===== config.mk =====
export PLATFORM = sky130hd
export DESIGN_NAME = prh_frame_ctrl
export DESIGN_NICKNAME = d
export VERILOG_FILES = /design/src/rtl/prh_pkg.sv /design/src/rtl/prh_frame_ctrl.sv
export SDC_FILE = /design/constraint.sdc
export NUM_CORES = 1
export LEC_CHECK = 0
export BUFFER_PORTS_ARGS = -buffer_cell sky130_fd_sc_hd__buf_2
export CORE_ASPECT_RATIO = 0.75
export CORE_MARGIN = 1
export CORE_UTILIZATION = 52
export CTS_BUF_LIST = sky130_fd_sc_hd__clkbuf_4 sky130_fd_sc_hd__clkbuf_8
export DETAILED_ROUTE_END_ITERATION = 6
export PLACE_DENSITY = 0.78
export SETUP_SLACK_MARGIN = 0.15
export SLEW_MARGIN = 20
export SYNTH_ARGS = -nofsm -noshare
export SYNTH_HDL_FRONTEND = slang
export SYNTH_SLANG_ARGS = --single-unit

===== constraint.sdc =====
create_clock -name i_clk -period 3.27 [get_ports i_clk]
set_input_delay 0.327 -clock i_clk [delete_from_list [all_inputs] [get_ports i_clk]]
set_output_delay 0.327 -clock i_clk [all_outputs]
set_load 0.005 [all_outputs]

===== src/rtl/prh_pkg.sv =====
// Shared types, codes, widths and helper functions of the projection histogram.
`timescale 1ns / 1ps

package prh_pkg;

    // Field widths
    localparam int CMD_W     = 2;
    localparam int PIX_W     = 8;
    localparam int IDX_W     = 10;
    localparam int CNT_W     = 11;
    localparam int SUM_W     = 21;
    localparam int KIND_W    = 2;
    localparam int CFG_W     = 11;
    localparam int CFG_IDX_W = 3;

    // Stream packing
    localparam int IN_DATA_W  = 24;
    localparam int IN_PAD_W   = IN_DATA_W - PIX_W - IDX_W;
    localparam int OUT_DATA_W = 80;
    localparam int OUT_PAD_W  = OUT_DATA_W - IDX_W - 3 * SUM_W;

    // Result queue
    localparam int FIFO_DEPTH = 8;
    localparam int FIFO_AW    = 3;
    localparam int FIFO_CW    = 4;
    // Room kept free for one item in the stage register and one being accepted
    localparam int FIFO_ROOM  = FIFO_DEPTH - 4;

    // Register reset values
    localparam logic [CFG_W-1:0] RST_WIDTH  = 11'd640;
    localparam logic [CFG_W-1:0] RST_HEIGHT = 11'd480;
    localparam logic [CFG_W-1:0] RST_SPLIT  = 11'd0;
    localparam logic [PIX_W-1:0] RST_MASK   = 8'hf8;

    typedef enum logic [CMD_W-1:0] {
        CMD_START = 2'd0,
        CMD_PIXEL = 2'd1,
        CMD_READ  = 2'd2
    } t_cmd;

    typedef enum logic [KIND_W-1:0] {
        KIND_ROW   = 2'd0,
        KIND_FRAME = 2'd1,
        KIND_COL   = 2'd2
    } t_kind;

    typedef enum logic [CFG_IDX_W-1:0] {
        CFG_WIDTH     = 3'd0,
        CFG_HEIGHT    = 3'd1,
        CFG_SPLIT_COL = 3'd2,
        CFG_SPLIT_ROW = 3'd3,
        CFG_MASK      = 3'd4
    } t_cfg_idx;

    typedef struct packed {
        logic [CFG_W-1:0] width;
        logic [CFG_W-1:0] height;
        logic [CFG_W-1:0] split_col;
        logic [CFG_W-1:0] split_row;
        logic [PIX_W-1:0] mask;
    } t_cfg;

    // Stage register contents: which results an item raised, and their data
    typedef struct packed {
        logic             row;
        logic             frame;
        logic             rd;
        logic [IDX_W-1:0] row_idx;
        logic [CNT_W-1:0] row_cnt;
        logic [SUM_W-1:0] total;
        logic [SUM_W-1:0] ul;
        logic [SUM_W-1:0] ur;
        logic [IDX_W-1:0] rd_col;
    } t_s1;

    typedef struct packed {
        t_kind            kind;
        logic [IDX_W-1:0] index;
        logic [SUM_W-1:0] count;
        logic [SUM_W-1:0] ul;
        logic [SUM_W-1:0] ur;
        logic             last;
    } t_result;

    function automatic logic [CNT_W-1:0] sat_cnt(input logic [CNT_W-1:0] v);
        return (v == '1) ? v : v + 1'b1;
    endfunction

    function automatic logic [SUM_W-1:0] sat_sum(input logic [SUM_W-1:0] v);
        return (v == '1) ? v : v + 1'b1;
    endfunction

endpackage


===== src/rtl/prh_frame_ctrl.sv =====
// Raster position tracking, row and quadrant counters, and the result stage register.
`timescale 1ns / 1ps

module prh_frame_ctrl #(
    parameter int MAX_WIDTH  = 1024,
    parameter int MAX_HEIGHT = 1024
) (
    input  logic                            i_clk,
    input  logic                            i_rst_n,
    input  prh_pkg::t_cfg                   i_cfg,
    input  logic                            i_accept,
    input  logic [prh_pkg::CMD_W-1:0]       i_cmd,
    input  logic [prh_pkg::PIX_W-1:0]       i_pix,
    input  logic [prh_pkg::IDX_W-1:0]       i_col,
    output logic                            o_start,
    output logic                            o_req_wr,
    output logic [$clog2(MAX_WIDTH)-1:0]    o_req_addr,
    output logic                            o_req_zero,
    output prh_pkg::t_s1                    o_s1
);

    localparam int AW  = $clog2(MAX_WIDTH);
    localparam int WW  = ($clog2(MAX_WIDTH + 1) > prh_pkg::CFG_W) ?
                         $clog2(MAX_WIDTH + 1) : prh_pkg::CFG_W;
    localparam int HW  = ($clog2(MAX_HEIGHT + 1) > prh_pkg::CFG_W) ?
                         $clog2(MAX_HEIGHT + 1) : prh_pkg::CFG_W;
    // Wide enough for the read index and for MAX_WIDTH itself
    localparam int XW  = ($clog2(MAX_WIDTH + 1) > prh_pkg::IDX_W) ?
                         $clog2(MAX_WIDTH + 1) : prh_pkg::IDX_W;

    logic [AW-1:0]             r_col_pos, n_col_pos;
    logic [prh_pkg::CNT_W-1:0] r_row_pos, n_row_pos;
    logic [prh_pkg::CNT_W-1:0] r_row_cnt, n_row_cnt;
    logic [prh_pkg::SUM_W-1:0] r_left, n_left;
    logic [prh_pkg::SUM_W-1:0] r_right, n_right;
    logic [prh_pkg::SUM_W-1:0] r_total, n_total;
    prh_pkg::t_s1              r_s1, n_s1;

    logic [WW-1:0]             cfg_w;
    logic [WW-1:0]             w_eff;
    logic [HW-1:0]             cfg_h;
    logic [HW-1:0]             h_eff;
    logic                      active;
    logic                      pix_set;
    logic                      row_end;
    logic                      upper;
    logic                      left;
    logic [prh_pkg::CNT_W-1:0] row_inc;
    logic [XW-1:0]             col_x;

    // Effective frame size and per-pixel conditions
    always_comb begin
        cfg_w   = WW'(i_cfg.width);
        w_eff   = (cfg_w == '0) ? WW'(1) :
                  (cfg_w > WW'(MAX_WIDTH)) ? WW'(MAX_WIDTH) : cfg_w;
        cfg_h   = HW'(i_cfg.height);
        h_eff   = (cfg_h == '0) ? HW'(1) :
                  (cfg_h > HW'(MAX_HEIGHT)) ? HW'(MAX_HEIGHT) : cfg_h;
        active  = HW'(r_row_pos) < h_eff;
        pix_set = (i_pix & i_cfg.mask) != '0;
        row_end = (WW'(r_col_pos) + WW'(1)) >= w_eff;
        upper   = r_row_pos < i_cfg.split_row;
        left    = WW'(r_col_pos) < WW'(i_cfg.split_col);
        row_inc = prh_pkg::sat_cnt(r_row_pos);
        col_x   = XW'(i_col);
    end

    // Next state, memory request and stage contents
    always_comb begin
        n_col_pos  = r_col_pos;
        n_row_pos  = r_row_pos;
        n_row_cnt  = r_row_cnt;
        n_left     = r_left;
        n_right    = r_right;
        n_total    = r_total;
        n_s1       = '0;
        o_start    = 1'b0;
        o_req_wr   = 1'b0;
        o_req_addr = r_col_pos;
        o_req_zero = 1'b0;
        if (i_accept) begin
            case (i_cmd)
                prh_pkg::CMD_START: begin
                    o_start   = 1'b1;
                    n_col_pos = '0;
                    n_row_pos = '0;
                    n_row_cnt = '0;
                    n_left    = '0;
                    n_right   = '0;
                    n_total   = '0;
                end
                prh_pkg::CMD_PIXEL: begin
                    if (active) begin
                        o_req_wr = pix_set;
                        if (pix_set) begin
                            n_row_cnt = prh_pkg::sat_cnt(r_row_cnt);
                            n_total   = prh_pkg::sat_sum(r_total);
                            if (upper) begin
                                if (left) begin
                                    n_left = prh_pkg::sat_sum(r_left);
                                end else begin
                                    n_right = prh_pkg::sat_sum(r_right);
                                end
                            end
                        end
                        if (row_end) begin
                            n_s1.row     = 1'b1;
                            n_s1.row_idx = r_row_pos[prh_pkg::IDX_W-1:0];
                            n_s1.row_cnt = n_row_cnt;
                            n_col_pos    = '0;
                            n_row_cnt    = '0;
                            n_row_pos    = row_inc;
                            if (HW'(row_inc) >= h_eff) begin
                                n_s1.frame = 1'b1;
                                n_s1.total = n_total;
                                n_s1.ul    = n_left;
                                n_s1.ur    = n_right;
                            end
                        end else begin
                            n_col_pos = r_col_pos + 1'b1;
                        end
                    end
                end
                prh_pkg::CMD_READ: begin
                    n_s1.rd     = 1'b1;
                    n_s1.rd_col = i_col;
                    o_req_addr  = AW'(col_x);
                    o_req_zero  = !(col_x < XW'(MAX_WIDTH));
                end
                default: begin
                end
            endcase
        end
    end

    // State and stage registers
    always_ff @(posedge i_clk) begin
        if (!i_rst_n) begin
            r_col_pos <= '0;
            r_row_pos <= '0;
            r_row_cnt <= '0;
            r_left    <= '0;
            r_right   <= '0;
            r_total   <= '0;
            r_s1      <= '0;
        end else begin
            r_col_pos <= n_col_pos;
            r_row_pos <= n_row_pos;
            r_row_cnt <= n_row_cnt;
            r_left    <= n_left;
            r_right   <= n_right;
            r_total   <= n_total;
            r_s1      <= n_s1;
        end
    end

    assign o_s1 = r_s1;

endmodule


# Yosys cells after proc, flatten, opt, wreduce, memory -nomap -nowiden

Cells that the tools add are included.

Reductions and logical operators: 13
Bitwise operators: 1
Add/sub/neg operators: 7
Equal/unequal tests: 9
Mux-type cells: 44
Order comparisons: 8

Operator list:

| kind                    | count |
|---|---|
| $mux W21                | 13 |
| $pmux W21 S2            | 3 |
| $mux W11                | 11 |
| $add A21 B1 Y21 const B | 3 |
| $eq A21 B21 Y1 const B  | 3 |
| $pmux W11 S2            | 2 |
| $mux W10                | 4 |
| $add A11 B1 Y11 const B | 2 |
| $eq A11 B11 Y1 const B  | 2 |
| $ge A11 B11 Y1          | 2 |
| $gt A11 B11 Y1 const B  | 2 |
| $logic_not A11 Y1       | 2 |
| $lt A11 B11 Y1          | 2 |
| $pmux W10 S2            | 1 |
| $add A10 B1 Y11 const B | 1 |
| $lt A10 B11 Y1          | 1 |
| $lt A10 B11 Y1 const B  | 1 |
| $add A10 B1 Y10 const B | 1 |
| $mux W1                 | 9 |
| $and A8 B8 Y8           | 1 |
| $reduce_and A4 Y1       | 2 |
| $reduce_bool A8 Y1      | 1 |
| $reduce_and A3 Y1       | 2 |
| $reduce_and A6 Y1       | 1 |
| 9 further kinds         | 10 |

Output and inout bits: 110
Flip-flop bits (word level): 192

# Depth between registers and ports, before layout

Gate-level depths: netlist (run 1).

Depth in word-level cells: 7
Mapped depth: 15
Gate-level depth less buffers: 14

# Worst setup path before layout (run 1)

OpenSTA, ideal clock, no wires.

Kind: register to register
Start point: register r_col_pos[0]
End point: register r_col_pos[8]
Clock period less this slack: 3.229 ns
Setup slack: 0.041 ns
Data arrival time: 3.155 ns
Stages on the path, launching flop included: 14
Cell sequence: dfxtp_1 -> ha_1 -> nand3_1 -> nor2_1 -> xor2_1 -> ha_1 -> and4_1 -> o31a_1 -> o2111ai_1 -> a32oi_1 -> or3_4 -> buf_6 -> or4_1 -> o21ai_0

Word-level cells in the longest chain between the ends: 5
Elaborated cells between the ends (all ways): 6

Ends and longest elaborated chain:

| item                   | RTL line              | text |
|---|---|---|
| start, declared        | prh_frame_ctrl.sv:31  | `logic [AW-1:0] r_col_pos, n_col_pos;` |
| start signal, assigned | prh_frame_ctrl.sv:147 | `r_col_pos <= n_col_pos;` |
| $add A10 B1 Y11        | prh_frame_ctrl.sv:61  | `row_end = (WW'(r_col_pos) + WW'(1)) >= w_eff;` |
| $ge A11 B11 Y1         | prh_frame_ctrl.sv:61  |  |
| $mux W10 (*)           | prh_frame_ctrl.sv:106 | `if (row_end) begin` |
| $mux W10 (*)           | prh_frame_ctrl.sv:93  | `if (active) begin` |
| $pmux W10 S2 (*)       | prh_frame_ctrl.sv:82  | `case (i_cmd)` |

Every way passes the cells marked *; elsewhere a longest branch is shown, timed or not. The select of a mux whose other input is x is not followed.
A chain may end at the register's enable or synchronous reset.

# Worst setup path in the final report (run 1)

Start point: register r_col_pos[1]
End point: register r_row_cnt[9] (netlist name)

Word-level cells in the longest chain between the ends: 5

Ends and longest elaborated chain:

| item                 | RTL line              | text |
|---|---|---|
| $add A10 B1 Y11      | prh_frame_ctrl.sv:61  |  |
| $ge A11 B11 Y1       | prh_frame_ctrl.sv:61  |  |
| $mux W11             | prh_frame_ctrl.sv:106 |  |
| $mux W11             | prh_frame_ctrl.sv:93  |  |
| $pmux W11 S2         | prh_frame_ctrl.sv:82  |  |
| end signal, assigned | prh_frame_ctrl.sv:149 | `r_row_cnt <= n_row_cnt;` |
| end, declared        | prh_frame_ctrl.sv:33  | `logic [prh_pkg::CNT_W-1:0] r_row_cnt, n_row_cnt;` |

Every way passes these cells. The select of a mux whose other input is x is not followed.

==> impl_metrics.env, run 1 <==
export IMPL_stdcell_area_um2=12320
export IMPL_slew_viol_final=0
export IMPL_antenna_cells=0
export IMPL_r2r_cells=13
export IMPL_critPathLaunch="r_col_pos[1]$_SDFFE_PN0P_"
export IMPL_drive_gt1_share_pct=26.48
export IMPL_drtIter0Drc=991
export IMPL_die_h_um=122.1
export IMPL_period_share_pct=94.96
export IMPL_dp_slack_ps=-5.269
export IMPL_arrival_ps=3520
export IMPL_synth_compound_area_share_pct=15.70
export IMPL_internal_power_w=0.003147
export IMPL_port_buffers=183
export IMPL_synth_nets=1343
export IMPL_power_density_nw_per_um2=344.9
export IMPL_synth_top_family_by_area="simple AND/OR/NAND/NOR gates"
export IMPL_synth_top_area_share_pct=38.46
export IMPL_tns_ps=0
export IMPL_cap_violations=0
export IMPL_yosysWarnings=0
export IMPL_setup_slack_ps=164.7
export IMPL_drcViolationCount=0
export IMPL_switching_share_pct=25.96
export IMPL_synth_edf_count=0
export IMPL_muxShareOfSynthArea_pct=1.953
export IMPL_r2r_end="r_row_cnt[9]$_SDFFE_PN0P_"
export IMPL_std_cell_rows=43
export IMPL_end_kind="flip-flop"
export IMPL_cts_buffers=17
export IMPL_root_buffer="clkbuf_8"
export IMPL_final_hold_violation_count=0
export IMPL_synth_seq_cells=192
export IMPL_worstSkewPairLatency_ps=480
export IMPL_synth_most_common_cell="dfxtp_1"
export IMPL_status="completed"
export IMPL_synth_area_leaders="dfxtp_1, ha_1, nand2_1"
export IMPL_synth_xor_area_share_pct=6.486
export IMPL_cts_clk_slew_worst_paths_ps=100
export IMPL_synth_flop_cell="dfxtp_1"
export IMPL_synthArstFlopShare_pct=0
export IMPL_antenna_found_initial=0
export IMPL_dieArea_um2=19780
export IMPL_cts_sinks=192
export IMPL_die_w_um=162.1
export IMPL_netlist_area_um2=9993
export IMPL_hpwl_um=19650
export IMPL_grt_max_degree=41
export IMPL_area_delta_synth_final_pct=23.30
export IMPL_setup_violations=0
export IMPL_firstDrtPassIters=5
export IMPL_p_clk_share_pct=35.8
export IMPL_routed_wl_um=28610
export IMPL_pwr_share_comb_pct=8.9
export IMPL_rsz0062_at_grt="true"
export IMPL_synth_cell_types=70
export IMPL_worstMarginPinSlew_ps=877.2
export IMPL_cts_path_max_buffers=2
export IMPL_endpoint="r_row_cnt[9]$_SDFFE_PN0P_"
export IMPL_h_tree_depth=4
export IMPL_path_max_fanout=6
export IMPL_vias=9897
export IMPL_p_leak_nw=5.082
export IMPL_start_util_pct=53.53
export IMPL_ant_nets=0
export IMPL_start_kind="flip-flop"
export IMPL_synth_cells=1211
export IMPL_synth_top_area_cell="dfxtp_1"
export IMPL_core_um2=18670
export IMPL_vdd_drop_max_uv=259.6
export IMPL_ys_top_cells_by_count="dfxtp_1, nand2_1, nor2_1"
export IMPL_period_minus_slack_ps=3105
export IMPL_place_congestion=0.9377
export IMPL_crit_type="flip-flop to flip-flop"
export IMPL_nets=1556
export IMPL_dpl_instance_area_um2=11410
export IMPL_grtUsageTotal_pct=28.03
export IMPL_slew_headroom_pct=41.02
export IMPL_overflow=0
export IMPL_grt_pass1_vias=8925
export IMPL_cts_tree="yes"
export IMPL_reg2reg_from="r_col_pos[1]$_SDFFE_PN0P_"
export IMPL_power_share_sequential_pct=55.3
export IMPL_max_freq_ghz=0.3220
export IMPL_yosys_area_share_simple_pct=26.03
export IMPL_p_sw_w=0.001103
export IMPL_wl_per_cell_um=17.01
export IMPL_via_per_inst=5.884
export IMPL_clock_skew_ps=13.91
export IMPL_final_core_util_pct=66.00
export IMPL_hold_class="primary input to flip-flop"
export IMPL_avgSynthCellArea_um2=8.252
export IMPL_ios=185
export IMPL_r2r_slack_ps=160
export IMPL_worstPathRequired_ps=3690
export IMPL_yosysSeqAreaShare_pct=38.46
export IMPL_synthAdderAreaFrac_pct=7.137
export IMPL_hold_buffers=0
export IMPL_grt_pass1_wl_um=44220
==> cells in the final DEF (no fill, tap or decap), drive strengths merged, types with 4 or more instances in the layout <==
cell type / count
ha: 57
a21oi: 77
a2111oi: 5
or4: 18
nor3b: 4
clkbuf: 24
nand2: 131
and3: 35
clkinv: 5
o21a: 4
o21ai: 69
xnor2: 45
nor3: 31
o22ai: 9
mux2i: 6
xor2: 29
a21o: 9
or3: 31
mux2: 12
a31oi: 22
nor4: 16
nand2b: 12
or2: 5
nor2: 120
dfxtp: 192
and2: 6
nand3: 69
a211oi: 5
buf: 244
and4: 5
nand4: 29
a22oi: 4
inv: 50
o31ai: 13
o31a: 4
==> worst min path at each step <==
stage,start,end,slack [ps],cells past startpoint
finish,i_col[7],o_s1[7]$_SDFF_PN0_,90,2
global route,i_col[8],o_s1[8]$_SDFF_PN0_,70,2
CTS,i_col[8],o_s1[8]$_SDFF_PN0_,70,2
detailed placement,r_left[18]$_SDFFE_PN0P_,r_left[18]$_SDFFE_PN0P_,480,1
global placement,r_row_cnt[6]$_SDFFE_PN0P_,r_row_cnt[6]$_SDFFE_PN0P_,470,2
floorplan,r_row_cnt[6]$_SDFFE_PN0P_,r_row_cnt[6]$_SDFFE_PN0P_,450,2
==> kinds of logic (layout without fill, tap and decap cells) <==
group | count (synthesis) | after routing
other | 1 | 1
muxes | 18 | 18
buffers and inverters | 104 | 326
adders and majority gates | 57 | 57
DFF | 192 | 192
AOI/OAI and AO/OA | 248 | 248
xor gates and xnor gates | 74 | 74
and+or+nand+nor | 517 | 519
==> flip-flops by register name, summed over array words and instances (netlist names) <==
name       flops
r_col_pos     10
r_row_cnt     11
r_row_pos     11
r_left        21
o_s1          97
r_right       21
r_total       21
==> per-layer routing <==
layer  wire, um  share of wire [%]  global-route usage (%)
met1      13380                 47                   39.33
met2      12240                 43                   42.65
met3       2243                7.8                   5.448
met4        737                2.6                   10.14
met5          0                  0                       0
==> cell type report <==
cell class	instances	area, um^2
clock buffer	20	269.0
clock inverter	10	101.3
fill	1534	6347
inverter	48	185.2
multi-input combinational	917	6071
sequential	192	3856
tap	247	309.0
timing repair buffer	248	1530
==> worst max-delay path, cell delays in order, from the launching register on <==
cell and delay, ps:
dfxtp_4 400, ha_4 170, nand3_4 70, nor2_4 210, xor2_2 170, ha_1 270, and4_1 160, o31a_1 260
o2111ai_2 220, a32oi_2 180, buf_4 200, buf_4 130, or4_4 480, a21oi_2 120
==> power groups by stage <==
stage	clock network (W)	logic, W	registers [W]
floorplan	0	0.000202	0.00241
global placement	0	0.000336	0.00241
detailed placement	0	0.000343	0.00241
CTS	0.00155	0.000354	0.00235
global route	0.00163	0.000412	0.00235
finish	0.00152	0.000378	0.00235
==> per-stage QoR <==
step / total power (W) / instances / hold slack (ps)
after floorplan: 0.002607 / 1211 / 454.6
after global placement: 0.002742 / 1631 / 472.2
after detailed placement: 0.002749 / 1631 / 481.9
after CTS: 0.004249 / 1667 / 65.35
after global routing: 0.004394 / 1682 / 71.11
final: 0.004250 / 1682 / 85.58
==> repair_timing <==
item	in CTS	in global routing
hold endpoints to repair	0	0
gates resized for setup	11	64
pin swaps	3	21
setup buffers	5	8
cloned	1	7
endpoints found under the setup margin	28	101
No activity file was read; power rests on OpenSTA's default activity.
==> inputs of run 2 (changes only) <==
--- a/config.mk
+++ b/config.mk
@@ -12,6 +12,7 @@
 export CTS_BUF_LIST = sky130_fd_sc_hd__clkbuf_4 sky130_fd_sc_hd__clkbuf_8
 export DETAILED_ROUTE_END_ITERATION = 6
 export PLACE_DENSITY = 0.78
+export REMOVE_ABC_BUFFERS = 1
 export SETUP_SLACK_MARGIN = 0.15
 export SLEW_MARGIN = 20
 export SYNTH_ARGS = -nofsm -noshare
==> run 2 against run 1 <==
Effect of this change:
- register-to-register slack better by 30 ps
- setup slack better by 32 ps
- maximum frequency is 1.0% higher
- utilization decreased by 0.88 points
- via count fell by 0.88%
- sequential power about the same
- die area is the same
- first-iteration DRC count fell by 11%
- wire length down 3.6%
==> impl_metrics.env, run 2 (same netlist as run 1, synthesis figures left out) <==
export IMPL_hpwl_um=19530
export IMPL_vias=9810
export IMPL_r2r_cells=12
export IMPL_reg2reg_from="r_col_pos[2]$_SDFFE_PN0P_"
export IMPL_arrival_ps=3490
export IMPL_ios=185
export IMPL_die_h_um=122.1
export IMPL_period_minus_slack_ps=3074
export IMPL_r2r_slack_ps=200
export IMPL_antenna_found_initial=3
export IMPL_slew_headroom_pct=46.78
export IMPL_die_w_um=162.1
export IMPL_r2r_end="r_row_cnt[5]$_SDFFE_PN0P_"
export IMPL_cts_path_max_buffers=2
export IMPL_grt_pass1_vias=9048
export IMPL_vdd_drop_max_uv=228.9
export IMPL_power_w=0.004375
export IMPL_start_util_pct=53.53
export IMPL_hold_class="primary input to flip-flop"
export IMPL_layout_common_cells="dfxtp_1, buf_2, nand2_1"
export IMPL_overflow=0
export IMPL_final_hold_violation_count=0
export IMPL_status="completed"
export IMPL_h_tree_depth=4
export IMPL_largest_reg_flops=97
export IMPL_ant_nets=0
export IMPL_worstPathRequired_ps=3690
export IMPL_final_core_util_pct=65.12
export IMPL_worstSkewPairLatency_ps=480
export IMPL_layout_commonest_cell="dfxtp_1"
export IMPL_drive_gt1_share_pct=24.55
export IMPL_hold_path_endpoint="o_s1[8]$_SDFF_PN0_"
export IMPL_period_share_pct=93.99
export IMPL_dpl_instance_area_um2=11480
export IMPL_rsz0062_at_grt="true"
export IMPL_p_leak_nw=5.080
export IMPL_stdcell_area_um2=12160
export IMPL_pwr_share_comb_pct=8.3
export IMPL_start_kind="flip-flop"
export IMPL_cts_clk_slew_worst_paths_ps=110
export IMPL_drcViolationCount=0
export IMPL_area_delta_synth_final_pct=21.65
export IMPL_core_um2=18670
export IMPL_internal_power_w=0.003247
export IMPL_std_cell_rows=43
export IMPL_cap_violations=0
export IMPL_cts_tree="yes"
export IMPL_path_max_fanout=8
export IMPL_crit_type="flip-flop to flip-flop"
export IMPL_power_share_sequential_pct=53.7
export IMPL_dieArea_um2=19780
export IMPL_power_density_nw_per_um2=359.9
export IMPL_end_kind="flip-flop"
export IMPL_max_freq_ghz=0.3253
export IMPL_grt_pass1_wl_um=44650
export IMPL_wl_per_cell_um=16.30
export IMPL_grt_max_degree=50
export IMPL_cts_sinks=192
export IMPL_cts_buffers=17
export IMPL_p_clk_share_pct=38.0
export IMPL_place_congestion=0.9727
export IMPL_routed_wl_um=27590
export IMPL_drtIter0Drc=882
export IMPL_via_per_inst=5.798
export IMPL_worstMarginPinSlew_ps=798.4
export IMPL_nets=1561
export IMPL_port_buffers=183
export IMPL_p_sw_w=0.001129
export IMPL_setup_violations=0
export IMPL_clock_skew_ps=17.72
export IMPL_grtUsageTotal_pct=28.37
export IMPL_switching_share_pct=25.80
export IMPL_root_buffer="clkbuf_8"
export IMPL_hold_depth=2
export IMPL_firstDrtPassIters=7
export IMPL_hp_start="i_col[8]"
export IMPL_slew_viol_final=0
run 2: power groups by stage:
stage / sequential [W] / combinational, W / clock [W]
6_report: 0.00235 / 0.000364 / 0.00166
5_1_grt: 0.00235 / 0.000400 / 0.00179
4_1_cts: 0.00235 / 0.000351 / 0.00169
3_5_place_dp: 0.00241 / 0.000342 / 0
3_3_place_gp: 0.00240 / 0.000335 / 0
2_1_floorplan: 0.00241 / 0.000180 / 0
run 2: area by class of cell:
type	count	area (um^2)
fillers	1571	6513
multi-input cells	915	5877
flip-flops and latches	192	3860
repair buffers	255	1501
well taps	247	309.0
clock buffers	20	275.3
inverters	48	180.2
clock inverters	12	146.4
diodes	3	7.507
run 2: per-stage QoR:
stage | cells | hold slack (ps) | setup slack [ps] | setup TNS (ps)
2_1_floorplan | 1155 | 448.7 | -2467 | -184470
3_3_place_gp | 1646 | 468.6 | 85.02 | 0
3_5_place_dp | 1646 | 477.0 | -7.269 | -12.69
4_1_cts | 1683 | 55.56 | 153.9 | 0
5_1_grt | 1692 | 50.74 | 59.44 | 0
6_report | 1692 | 75.21 | 196.4 | 0
run 2: worst max path at each step:
stage / slack, ps / endpoint / from
6_report: 200 / r_row_cnt[5]$_SDFFE_PN0P_ / r_col_pos[2]$_SDFFE_PN0P_
3_3_place_gp: 90 / r_row_cnt[3]$_SDFFE_PN0P_ / i_cfg[34]
5_1_grt: 60 / r_row_cnt[5]$_SDFFE_PN0P_ / r_col_pos[1]$_SDFFE_PN0P_
3_5_place_dp: -7 / r_row_cnt[3]$_SDFFE_PN0P_ / r_col_pos[0]$_SDFFE_PN0P_
2_1_floorplan: -2470 / o_s1[66]$_SDFF_PN0_ / i_cfg[34]
4_1_cts: 150 / o_s1[66]$_SDFF_PN0_ / r_col_pos[0]$_SDFFE_PN0P_
run 2: metal layers:
metal | vias up | routed length [um] | GRT usage (%)
li1 | 4768 | - | -
met3 | 59 | 2197 | 6.197
met4 | 0 | 769 | 10.55
met1 | 4538 | 12500 | 38.37
met2 | 445 | 12120 | 44.29
met5 | - | 0 | 0
run 2: repair_timing:
item                                    4_1_cts  5_1_grt
resized for setup                            10       31
hold buffers                                  0        0
setup buffers                                 5        6
hold endpoints to repair                      0        0
pin swaps                                     4       14
endpoints found under the setup margin       92      109
run 2: critical path: stages (launching register included):
cell and delay, ps:
dfxtp_4 410, nand3_2 100, nor2_2 140, buf_4 150, xor2_2 160, ha_1 260, and4_1 180, o31a_1 240
o2111ai_2 220, a32oi_2 150, or3_4 410, or4_1 490, o21ai_1 100
==> inputs of run 3 (changes only) <==
--- a/config.mk
+++ b/config.mk
@@ -11,6 +11,7 @@
 export CORE_UTILIZATION = 52
 export CTS_BUF_LIST = sky130_fd_sc_hd__clkbuf_4 sky130_fd_sc_hd__clkbuf_8
 export DETAILED_ROUTE_END_ITERATION = 6
+export MAX_ROUTING_LAYER = met4
 export PLACE_DENSITY = 0.78
 export REMOVE_ABC_BUFFERS = 1
 export SETUP_SLACK_MARGIN = 0.15
==> run 3 against run 2 <==
Effect of this change:
- power is 3.3% lower
- wire length rose by 1.8%
- final cell count increased by 0.12%
- die area stayed put
- critical path depth increased by 1
- sequential share of layout area about the same
- combinational power up 2%
- global-route usage grew 0.82 points
- clock-buffer cell count is 1 lower
- sequential power barely moved
- clock power fell by 9%
- largest cell class unchanged
==> impl_metrics.env, run 3 (same netlist as run 1, synthesis figures left out) <==
export IMPL_status="completed"
export IMPL_grtUsageTotal_pct=29.19
export IMPL_vdd_drop_max_uv=212.7
export IMPL_reg2reg_from="r_col_pos[1]$_SDFFE_PN0P_"
export IMPL_die_h_um=122.1
export IMPL_p_leak_nw=5.112
export IMPL_switching_share_pct=26.17
export IMPL_start_util_pct=53.53
export IMPL_final_hold_violation_count=0
export IMPL_overflow=0
export IMPL_hold_class="primary input to flip-flop"
export IMPL_area_delta_synth_final_pct=21.65
export IMPL_dpl_instance_area_um2=11480
export IMPL_arrival_ps=3530
export IMPL_cts_tree="yes"
export IMPL_hold_path_endpoint="o_s1[1]$_SDFF_PN0_"
export IMPL_wl_per_cell_um=16.58
export IMPL_setup_violations=0
export IMPL_cts_path_max_buffers=2
export IMPL_dieArea_um2=19780
export IMPL_ios=185
export IMPL_r2r_end="r_col_pos[3]$_SDFFE_PN0P_"
export IMPL_core_um2=18670
export IMPL_cap_violations=0
export IMPL_layout_common_cells="dfxtp_1, buf_2, nand2_1"
export IMPL_internal_power_w=0.003123
export IMPL_power_share_sequential_pct=55.5
export IMPL_grt_pass1_vias=8987
export IMPL_path_cells="nand3_1 -> nor2_2 -> buf_4 -> xor2_2 -> ha_1 -> and4_1 -> o31a_1 -> o2111ai_2 -> a32oi_2 -> or3_4 -> buf_6 -> or4_4 -> o21ai_1"
export IMPL_clock_skew_ps=15.93
export IMPL_hold_depth=2
export IMPL_rsz0062_at_grt="true"
export IMPL_grt_pass1_wl_um=44710
export IMPL_end_kind="flip-flop"
export IMPL_cpMaxStageDelayCell="or4_4"
export IMPL_drtIter0Drc=1191
export IMPL_antenna_found_initial=1
export IMPL_std_cell_rows=43
export IMPL_critical_path_max_stage_delay_ps=400
export IMPL_r2r_slack_ps=160
export IMPL_place_congestion=1.001
export IMPL_p_sw_w=0.001107
export IMPL_port_buffers=183
export IMPL_pwr_share_comb_pct=8.7
export IMPL_cts_buffers=17
export IMPL_h_tree_depth=4
export IMPL_root_buffer="clkbuf_8"
export IMPL_die_w_um=162.1
export IMPL_vias=9861
export IMPL_power_density_nw_per_um2=348.0
export IMPL_worstSkewPairLatency_ps=480
export IMPL_max_freq_ghz=0.3220
export IMPL_worstPathRequired_ps=3690
export IMPL_hpwl_um=19660
export IMPL_cts_clk_slew_worst_paths_ps=100
export IMPL_period_share_pct=94.98
export IMPL_drcViolationCount=0
export IMPL_via_per_inst=5.821
export IMPL_nFillCells=1563
export IMPL_slew_headroom_pct=44.26
export IMPL_p_clk_share_pct=35.7
export IMPL_power_w=0.004230
export IMPL_tns_ps=0
export IMPL_worstMarginPinSlew_ps=829.0
export IMPL_cts_sinks=192
export IMPL_ant_nets=0
export IMPL_firstDrtPassIters=5
export IMPL_path_max_fanout=5
export IMPL_start_kind="flip-flop"
export IMPL_layout_commonest_cell="dfxtp_1"
export IMPL_crit_type="flip-flop to flip-flop"
export IMPL_r2r_cells=13
export IMPL_nets=1567
export IMPL_slew_viol_final=0
export IMPL_period_minus_slack_ps=3106
export IMPL_stdcell_area_um2=12160
export IMPL_drive_gt1_share_pct=24.83
export IMPL_largest_reg_flops=97
export IMPL_hp_start="i_col[1]"
export IMPL_grt_max_degree=36
export IMPL_routed_wl_um=28090
==> run 3: changes by cell type in the layout (fill, tap and decap cells not counted), sizes merged <==
cell / delta
clkinv: +3
buf: +5
inv: -3
diode: -2
bufinv: -1
==> run 3: area by class of cell <==
cell class | count | area [um^2] | area share [%]
flip-flops and latches | 192 | 3856 | 31.72
multi-input cells | 915 | 5872 | 48.30
well taps | 247 | 309.0 | 2.542
clock buffers | 19 | 255.2 | 2.100
inverters | 48 | 180.2 | 1.482
repair buffers | 261 | 1572 | 12.93
diodes | 1 | 2.502 | 0.02058
clock inverters | 11 | 110.1 | 0.9057
==> run 3: worst max path at each step <==
stage	slack, ps	startpoint	endpoint
final	160	r_col_pos[1]$_SDFFE_PN0P_	r_col_pos[3]$_SDFFE_PN0P_
after global routing	20	r_col_pos[1]$_SDFFE_PN0P_	r_col_pos[7]$_SDFFE_PN0P_
after CTS	150	r_col_pos[1]$_SDFFE_PN0P_	r_col_pos[4]$_SDFFE_PN0P_
after detailed placement	-20	r_col_pos[0]$_SDFFE_PN0P_	r_row_cnt[5]$_SDFFE_PN0P_
after global placement	70	i_cfg[34]	r_row_cnt[5]$_SDFFE_PN0P_
after floorplan	-2470	i_cfg[34]	o_s1[66]$_SDFF_PN0_
==> run 3: routing by layer <==
metal	share of wire [%]	GRT usage (%)
met5	0	-
met4	2.9	11.97
met3	7.6	4.358
met2	44	43.94
met1	46	39.17
==> run 3: power by group through the flow <==
stage	sequential, W	combinational [W]	clock, W
after floorplan	0.00241	0.000180	0
after global placement	0.00240	0.000336	0
after detailed placement	0.00241	0.000345	0
after CTS	0.00235	0.000354	0.00153
after global routing	0.00235	0.000406	0.00162
final	0.00235	0.000370	0.00151
==> run 3: per-stage QoR <==
step | hold slack (ps) | util, % | setup slack, ps | std cells
after detailed placement | 483.7 | 61.51 | -16.93 | 1647
after global placement | 468.7 | 61.51 | 71.02 | 1647
after global routing | 61.07 | 65.12 | 23.93 | 1694
final | 71.81 | 65.12 | 164.1 | 1694
after floorplan | 448.7 | - | -2467 | 1155
after CTS | 58.37 | 64.12 | 152.6 | 1686
==> run 3: worst max-delay path: cells and delay by family (launching register included) <==
family / cells / cell delay [ps]
flops: 1 / 380
compound gates: 4 / 700
buf+inv: 2 / 270
simple gates: 5 / 1220
fa+ha+maj: 1 / 280
xor+xnor: 1 / 190
==> run 3: repair_timing <==
| item | CTS | global route |
|---|---|---|
| pin swaps | 7 | 12 |
| hold endpoints to repair | 0 | 0 |
| hold buffers | 0 | 0 |
| cloned | 0 | 1 |
| endpoints found under the setup margin | 93 | 95 |
| buffers inserted | 9 | 6 |
| gates resized for setup | 15 | 30 |
